## config.mk

```make
export PLATFORM = sky130hd
export DESIGN_NAME = ffba_ctrl
export DESIGN_NICKNAME = d
export VERILOG_FILES = /design/src/rtl/ffba_pkg.sv /design/src/rtl/ffba_ctrl.sv
export SDC_FILE = /design/constraint.sdc
export NUM_CORES = 1
export LEC_CHECK = 0
export BUFFER_PORTS_ARGS = -buffer_cell sky130_fd_sc_hd__buf_2
export CELL_PAD_IN_SITES_DETAIL_PLACEMENT = 1
export CELL_PAD_IN_SITES_GLOBAL_PLACEMENT = 2
export CORE_AREA = 2 2 39 41
export CTS_CLUSTER_DIAMETER = 150
export DETAILED_ROUTE_END_ITERATION = 6
export DIE_AREA = 0 0 41 43
export MAX_ROUTING_LAYER = met4
export PLACE_DENSITY = 0.65
export SLEW_MARGIN = 30
export SYNTH_ARGS = -nofsm -noshare
export SYNTH_HDL_FRONTEND = slang
export SYNTH_SLANG_ARGS = --single-unit
```

## constraint.sdc

```tcl
create_clock -name clock -period 1.67 [get_ports clock]
set_clock_uncertainty 0.2 [all_clocks]
set_input_delay 0.167 -clock clock [delete_from_list [all_inputs] [get_ports clock]]
set_output_delay 0.167 -clock clock [all_outputs]
set_load 0.02 [all_outputs]
```

## src/rtl/ffba_pkg.sv

```systemverilog
// ----------------------------------------------------------------------------
// ffba_pkg: shared types and constants of the first-fit block allocator
// holds field widths, status and kind codes, table entry layout and the
// command / status structs between controller and datapath
// ----------------------------------------------------------------------------
package ffba_pkg;

   localparam int DEFAULT_POOL_BYTES    = 1024 * 1024;
   localparam int DEFAULT_TABLE_ENTRIES = 128;

   localparam int FIELD_W  = 21;
   localparam int STATUS_W = 3;
   localparam int TDATA_W  = 48;

   // request kinds
   localparam logic KIND_ALLOC = 1'b0;
   localparam logic KIND_FREE  = 1'b1;

   // result status codes
   localparam logic [STATUS_W-1:0] ST_REUSED     = 3'd0;
   localparam logic [STATUS_W-1:0] ST_APPENDED   = 3'd1;
   localparam logic [STATUS_W-1:0] ST_NO_SPACE   = 3'd2;
   localparam logic [STATUS_W-1:0] ST_TABLE_FULL = 3'd3;
   localparam logic [STATUS_W-1:0] ST_RELEASED   = 3'd4;
   localparam logic [STATUS_W-1:0] ST_NOT_FOUND  = 3'd5;

   // one block table entry
   typedef struct packed {
      logic               is_free;
      logic [FIELD_W-1:0] size;
      logic [FIELD_W-1:0] offset;
   } entry_type;

   // controller to datapath
   typedef struct packed {
      logic load;         // latch a new request, restart the scan
      logic scan;         // walk the table one entry per cycle
      logic finish_hit;   // update the matching entry and load the result
      logic finish_miss;  // append or report, and load the result
   } cmd_type;

   // datapath to controller
   typedef struct packed {
      logic match;        // entry under test satisfies the request
      logic scan_done;    // all used entries looked at, none matched
   } stat_type;

endpackage

```

## src/rtl/ffba_ctrl.sv

```systemverilog
// ----------------------------------------------------------------------------
// ffba_ctrl: allocator control state machine
// sequences accept, table scan and completion, and owns the result valid flag
// ----------------------------------------------------------------------------
module ffba_ctrl (
   input  logic               clock,
   input  logic               reset,
   input  logic               req_tvalid,
   output logic               req_tready,
   output logic               rsp_tvalid,
   input  logic               rsp_tready,
   input  ffba_pkg::stat_type stat,
   output ffba_pkg::cmd_type  cmd
);
   import ffba_pkg::*;

   typedef enum logic [1:0] {
      S_IDLE,
      S_SCAN,
      S_HIT,
      S_MISS
   } state_type;

   state_type state_ff, state_in;
   logic      rsp_valid_ff, rsp_valid_in;
   logic      out_free;

   assign out_free   = !rsp_valid_ff || rsp_tready;
   assign req_tready = (state_ff == S_IDLE);
   assign rsp_tvalid = rsp_valid_ff;

   always_comb begin
      state_in     = state_ff;
      rsp_valid_in = rsp_valid_ff && !rsp_tready;
      cmd          = '0;
      case (state_ff)
         S_IDLE: begin
            if (req_tvalid) begin
               cmd.load = 1'b1;
               state_in = S_SCAN;
            end
         end
         S_SCAN: begin
            cmd.scan = 1'b1;
            if (stat.match) begin
               state_in = S_HIT;
            end else if (stat.scan_done) begin
               state_in = S_MISS;
            end
         end
         S_HIT: begin
            if (out_free) begin
               cmd.finish_hit = 1'b1;
               rsp_valid_in   = 1'b1;
               state_in       = S_IDLE;
            end
         end
         S_MISS: begin
            if (out_free) begin
               cmd.finish_miss = 1'b1;
               rsp_valid_in    = 1'b1;
               state_in        = S_IDLE;
            end
         end
         default: begin
            state_in = S_IDLE;
         end
      endcase
   end

   always_ff @(posedge clock) begin
      if (reset) begin
         state_ff     <= S_IDLE;
         rsp_valid_ff <= 1'b0;
      end else begin
         state_ff     <= state_in;
         rsp_valid_ff <= rsp_valid_in;
      end
   end

endmodule

```

# Yosys cells after proc, flatten, opt, wreduce, memory -nomap -nowiden
# Index checks and enable logic that the tools add are counted.
# op_classes
mux,13
n_reduce_logical,7
eq_ne,6
# op_table
op,n
1-bit 2-to-1 mux,8
2-bit 2-to-1 mux,4
2-bit case mux with 3 select lines,1
2-bit equality test (second input constant),2
3-bit inequality test (second input constant),1
3-bit AND reduction,1
2-bit by 1-bit equality test with 1-bit output (second input constant),1
1-bit logical NOT,2
2-bit logical NOT,1
2-bit by 1-bit inequality test with 1-bit output (second input constant),1
2-bit inequality test (second input constant),1
2-bit OR reduction,1
1-bit logical AND,1
1-bit logical OR,1
# word_totals
output_inout_bits,6
in_bits,6
reg_bits,3

# Longest topological paths before layout
# Gate-level depths: netlist (run 1).
# depth
word_depth,4
ltp_mapped,3
mapped_depth_nobuf,3

# Worst setup path after synthesis (run 1)
# No wires, ideal clock.
# synth_path
path_type,register to output
from,"reg rsp_valid_ff, in the netlist rsp_tvalid"
to,out cmd[1] (netlist bit)
path_slack_ns,0.233
n_path_buf,0
path_stages_with_launch,3
arrival_time_ns,1.070
path_cell_list,dfxtp_1 > nor2b_1 > nor3b_1
# synth_lines
item,line_no,source
from (decl),ffba_ctrl.sv:25,"logic rsp_valid_ff, rsp_valid_in;"
from (signal assigned),ffba_ctrl.sv:77,rsp_valid_ff <= rsp_valid_in;
to (decl),ffba_ctrl.sv:13,output ffba_pkg::cmd_type cmd

==> impl_metrics.yaml, run 1 <==
pwr:
  p_per_area_nw_per_um2: 916
  power_leakage_nw: 0.138
  p_int_mw: 0.189
  p_comb_share_pct: 19.7
  finalPower_mw: 0.265
  sw_frac_of_total_pct: 28.5
  power_frac_seq_pct: 30.4
  vdd_ir_drop_max_uv: 202
  p_switching_mw: 0.0754
  pwr-share-clk_pct: 49.9
floorplanning:
  dieWidth_microns: 41
  row_count: 14
  coreArea_sq_um: 1380
  io-pin-count: 12
  die_area_sq_um: 1760
  die_y_microns: 43
  start_util_pct: 12.8
synth:
  synthCells: 19
  ys_types: 15
  yosys.area_share.adder_pct: 0
  synth_seq_area_share_pct: 33.8
  synth_mux_area_share_pct: 5.63
  synth_top_family_by_area: "simple AND/OR/NAND/NOR gates"
  yosys.area_share.simple_pct: 37.3
  synth_xor_area_share_pct: 0
  synth_seq_cells: 3
  netlist_area_sq_um: 178
  synth.area.top_cells: "dfxtp_1 (34%), nor2b_4 (7.7%), o31ai_2 (7.0%)"
  yosys_warnings: 0
  synth_top_area_share_pct: 33.8
  synth-compound-area-share_pct: 16.9
  synth.avg_cell_area_sq_um: 9.35
  synth_top_area_cell: "dfxtp_1"
  syn_nets: 25
placed_design:
  pre_cts_ws_ns: 0.313
  finalWeightedCongestion: 0.729
  dp_hpwl_microns: 404
  numPortBuffers: 11
finish:
  diodes: 0
  synthToLayoutAreaGrowth_pct: 62.7
  drive_gt1_share_pct: 54.3
  fin_nets: 42
global_route:
  grt_pass1_vias: 211
  grt_max_degree: 7
  antenna_found_initial: 0
  globalRouteOverflowTotal: 0
  grtUsageTotal_pct: 8.02
  grt_pass1_wl_microns: 869
route:
  vias_per_cell: 3.84
  routed_wl_microns: 531
  firstDrtPassIters: 2
  ant_nets: 0
  dr_total_vias: 196
  dr.first_iter.drc_count: 1
  routedWlPerCell_microns: 10.4
  drc_errors: 0
timing:
  finalCriticalPeriod_ns: 1.59
  fmax_ghz: 0.629
  drv_slew: 0
  hold_violations: 0
  fin_setup_tns_ns: 0
  rsz0062_at_grt: "no"
  finalSetupViolations: 0
  min_period_over_period_pct: 95.2
  worstMarginPinSlew_ns: 0.309
  slew_headroom_pct: 79.4
  postLayoutSetupSlackWorst_ns: 0.0802
  hold_ws_ns: 0.0360
clocking:
  cts_tree: "done"
  clock_latency_ns: 0.24
  cts_setup_buffers: 0
  cts_hold_buf: 1
  numCtsBuffers: 3
  cts-htree-levels: 1
  clock_sinks: 3
  clkSlewWorstSetupHoldPaths_ns: 0.05
  cts_root_buffer: "clkbuf_4"
  max-clock-path-buffers: 2
  cts_resized: 0
worst_setup_path:
  cp.required_ns: 1.30
  critPathLaunchType: "flip-flop"
  crit_fanout: 5
  cp.arrival_ns: 1.22
  end_kind: "primary output"
  crit_type: "flip-flop to primary output"
run:
  cap_violations: 0
min_path:
  hp-class: "primary input to flip-flop"
outcome:
  outcome: "completed"
==> area by class of cell <==
cell class                 instances  area [sq um]
clock buffer                       4          26.3
tap                               16          20.0
sequential                         3          60.1
inverter                           1          3.75
multi-input combinational         14           106
timing repair buffer              13          72.6
fill                             175          1090
==> state kept, by name, indices dropped and copies added, names as in the netlist <==
name,cells
state_ff,2
rsp_tvalid,1
==> worst max-delay path, cell delays in order, from the launching register on <==
cell	delay, ns
dfxtp_1	0.32
nor2b_1	0.30
and3b_1	0.22
buf_2	0.15
==> through the flow <==
step | util (%) | instances | area [sq um]
2_1_floorplan | - | 19 | 178
3_3_place_gp | 18.3 | 46 | 253
3_5_place_dp | 18.3 | 46 | 253
4_1_cts | 20.9 | 51 | 289
5_1_grt | 20.9 | 51 | 289
6_report | 20.9 | 51 | 289
==> synth_stat cells (all sizes together) <==
| cell | n |
|---|---|
| a21oi | 1 |
| and2 | 1 |
| and3b | 1 |
| buf | 1 |
| dfxtp | 3 |
| inv | 1 |
| mux2i | 1 |
| nand2 | 1 |
| nand4b | 1 |
| nor2 | 3 |
| nor2b | 2 |
| nor3b | 1 |
| o21ai | 1 |
| o31ai | 1 |
==> final timing paths <==
kind                                  start          end  slack, ns  cells past startpoint
worst max-delay path             rsp_tvalid       cmd[0]       0.08                      3
worst min-delay path                stat[0]  state_ff[1]       0.04                      3
worst max register to register   rsp_tvalid  state_ff[0]       0.52                      3
worst min register to register  state_ff[0]  state_ff[0]       0.40                      2
==> power by group through the flow <==
| stage | clock network (mW) | registers, mW | logic, mW |
|---|---|---|---|
| 6_report | 0.132 | 0.0805 | 0.0521 |
| 5_1_grt | 0.144 | 0.0812 | 0.0567 |
| 4_1_cts | 0.138 | 0.0805 | 0.0524 |
| 3_5_place_dp | 0 | 0.0819 | 0.0502 |
| 3_3_place_gp | 0 | 0.0813 | 0.0487 |
| 2_1_floorplan | 0 | 0.0832 | 0.0297 |
==> cell families after synthesis <==
| kind of cell | after synthesis |
|---|---|
| AND/OR/NAND/NOR | 10 |
| AO/OA/AOI/OAI | 3 |
| flip-flops | 3 |
| buffers and inverters | 2 |
| multiplexers | 1 |
==> cell usage in the layout (no fill, tap or decap) <==
cell type	n
nor3b_1	1
nor2b_1	1
nor2b_4	1
nor2_1	3
mux2i_1	1
and2_1	1
clkbuf_4	3
dlygate4sd3_1	1
o31ai_2	1
nand4b_1	1
o21ai_2	1
and3b_1	1
dfxtp_1	3
inv_1	1
buf_4	1
clkbuf_1	1
nand2_1	1
buf_2	11
a21oi_2	1
==> metal layers <==
| metal | wire, microns | part of all wire (%) | vias to the layer above | global-route usage, % |
|---|---|---|---|---|
| li1 | - | - | 96 | - |
| met1 | 262 | 49 | 86 | 8.01 |
| met2 | 195 | 37 | 12 | 10.9 |
| met3 | 64 | 12 | 2 | 4.71 |
| met4 | 9 | 1.7 | 0 | 6.00 |
| met5 | 0 | 0 | - | - |
(Power assumes the default switching activity.)
==> run 2, diff against run 1 <==
--- a/config.mk
+++ b/config.mk
@@ -6,14 +6,14 @@
 export NUM_CORES = 1
 export LEC_CHECK = 0
 export BUFFER_PORTS_ARGS = -buffer_cell sky130_fd_sc_hd__buf_2
-export CELL_PAD_IN_SITES_DETAIL_PLACEMENT = 1
-export CELL_PAD_IN_SITES_GLOBAL_PLACEMENT = 2
+export CELL_PAD_IN_SITES_DETAIL_PLACEMENT = 0
+export CELL_PAD_IN_SITES_GLOBAL_PLACEMENT = 1
 export CORE_AREA = 2 2 39 41
 export CTS_CLUSTER_DIAMETER = 150
 export DETAILED_ROUTE_END_ITERATION = 6
 export DIE_AREA = 0 0 41 43
 export MAX_ROUTING_LAYER = met4
-export PLACE_DENSITY = 0.65
+export PLACE_DENSITY = 0.55
 export SLEW_MARGIN = 30
 export SYNTH_ARGS = -nofsm -noshare
 export SYNTH_HDL_FRONTEND = slang
==> run 2 against run 1 <==
Net effect:
- count of clock-buffer cells in the layout stayed put
- sequential power is 2% higher
- cell count is 2.0% lower
- wire length is 24% lower
- die area stayed put
- cell area is 1.7% lower
- global-route usage is 1.2 points lower
- critical path type unchanged
- critical endpoint is now cmd[1]
- highest routed layer is now met3
==> impl_metrics.yaml, run 2 (synthesis results as in run 1) <==
outcome:
  outcome: "completed"
route:
  firstDrtPassIters: 2
  drc_errors: 0
  dr.first_iter.drc_count: 1
  routed_wl_microns: 403
  vias_per_cell: 3.56
  routedWlPerCell_microns: 8.06
  ant_nets: 0
  dr_total_vias: 178
timing:
  rsz0062_at_grt: "no"
  hold_violations: 0
  worstMarginPinSlew_ns: 0.317
  hold_ws_ns: 0.0227
  fin_setup_tns_ns: 0
  drv_slew: 0
  finalSetupViolations: 0
  slew_headroom_pct: 78.8
  finalCriticalPeriod_ns: 1.51
  fmax_ghz: 0.661
  min_period_over_period_pct: 90.7
  postLayoutSetupSlackWorst_ns: 0.156
worst_setup_path:
  crit_fanout: 8
  critPathMaxStageDelay_ns: 0.49
  cp_cell_sequence: "nor3b_1, buf_2"
  critPathLaunchType: "flip-flop"
  cp.required_ns: 1.30
  worst_path_max_delay_cell: "dfxtp_1"
  cp.arrival_ns: 1.15
  crit_type: "flip-flop to primary output"
  end_kind: "primary output"
finish:
  final_cell_mix: "buf_2 (11), nor2_1 (3), clkbuf_4 (3), dfxtp_1 (3)"
  fin_nets: 41
  largest_reg_flops: 2
  regMostFlops: "state_ff"
  drive_gt1_share_pct: 55.9
  final_common_cell: "buf_2"
  synthToLayoutAreaGrowth_pct: 59.9
  diodes: 0
pwr:
  power_leakage_nw: 0.133
  sw_frac_of_total_pct: 26.0
  p_int_mw: 0.188
  vdd_ir_drop_max_uv: 158
  p_per_area_nw_per_um2: 894
  power_frac_seq_pct: 32.5
  p_switching_mw: 0.0661
  p_comb_share_pct: 18.6
  pwr-share-clk_pct: 48.9
clocking:
  cts_root_buffer: "clkbuf_4"
  numCtsBuffers: 3
  cts_setup_buffers: 0
  clock_latency_ns: 0.23
  max-clock-path-buffers: 2
  clock_sinks: 3
  cts-htree-levels: 1
  clkSlewWorstSetupHoldPaths_ns: 0.04
  cts_tree: "done"
min_path:
  hp-class: "primary input to flip-flop"
global_route:
  grt_max_degree: 9
  grt_pass1_vias: 181
  grt_pass1_wl_microns: 717
  globalRouteOverflowTotal: 0
  grtUsageTotal_pct: 6.78
  antenna_found_initial: 0
placed_design:
  numPortBuffers: 11
  pre_cts_ws_ns: 0.351
  finalWeightedCongestion: 0.628
floorplanning:
  io-pin-count: 12
  die_y_microns: 43
  die_area_sq_um: 1760
  row_count: 14
  dieWidth_microns: 41
  coreArea_sq_um: 1380
  start_util_pct: 12.8
run:
  cap_violations: 0
run 2: cell count changes in the layout (fill, tap and decap cells not counted), sizes merged:
cell  delta
buf      -1
run 2: path summary, 6_finish.rpt:
kind                                  start           to  slack, ns  cells past startpoint
worst max register to register  state_ff[0]  state_ff[0]       0.59                      2
worst min register to register  state_ff[0]  state_ff[0]       0.40                      2
worst max-delay path            state_ff[1]       cmd[1]       0.16                      2
worst min-delay path                stat[0]  state_ff[1]       0.02                      3
run 2: critical path, delay by kind of cell, from the launching register on:
kind,cells,cell delay [ns]
flops,1,0.49
simple gates,1,0.23
buf+inv,1,0.19
run 2: timing repair:
action                                 CTS  global route
setup endpoints to repair                0             1
gates resized for setup                  0             1
endpoints found under the hold margin    3             0
hold buffers                             1             0
run 2: layer usage:
layer  share of wire, %  routed length (microns)  vias to the layer above  track usage [%]
met5                  0                        0                        -                -
met4                  0                        0                        0             6.00
li1                   -                        -                       95                -
met2                 33                      133                       12             7.81
met1                 51                      205                       71             7.37
met3                 16                       63                        0             4.71
run 2: power by group through the flow:
stage	logic (mW)	registers [mW]	clock network [mW]
floorplan	0.0297	0.0832	0
global placement	0.0460	0.0837	0
detailed placement	0.0456	0.0836	0
CTS	0.0477	0.0825	0.131
global route	0.0526	0.0838	0.140
finish	0.0472	0.0825	0.124
run 2: through the flow:
| stage | power [mW] | util (%) | std cells | cell area, sq um |
|---|---|---|---|---|
| floorplan | 0.113 | - | 19 | 178 |
| global placement | 0.130 | 17.7 | 45 | 245 |
| detailed placement | 0.129 | 17.7 | 45 | 245 |
| CTS | 0.261 | 20.3 | 50 | 282 |
| global route | 0.276 | 20.5 | 50 | 284 |
| finish | 0.254 | 20.5 | 50 | 284 |
run 2: area by class of cell:
class	count	area (sq um)
Fill cell	156	1100
Multi-Input combinational cell	14	109
Timing Repair Buffer	12	65.1
Sequential cell	3	60.1
Clock buffer	4	26.3
Tap cell	16	20.0
Inverter	1	3.75
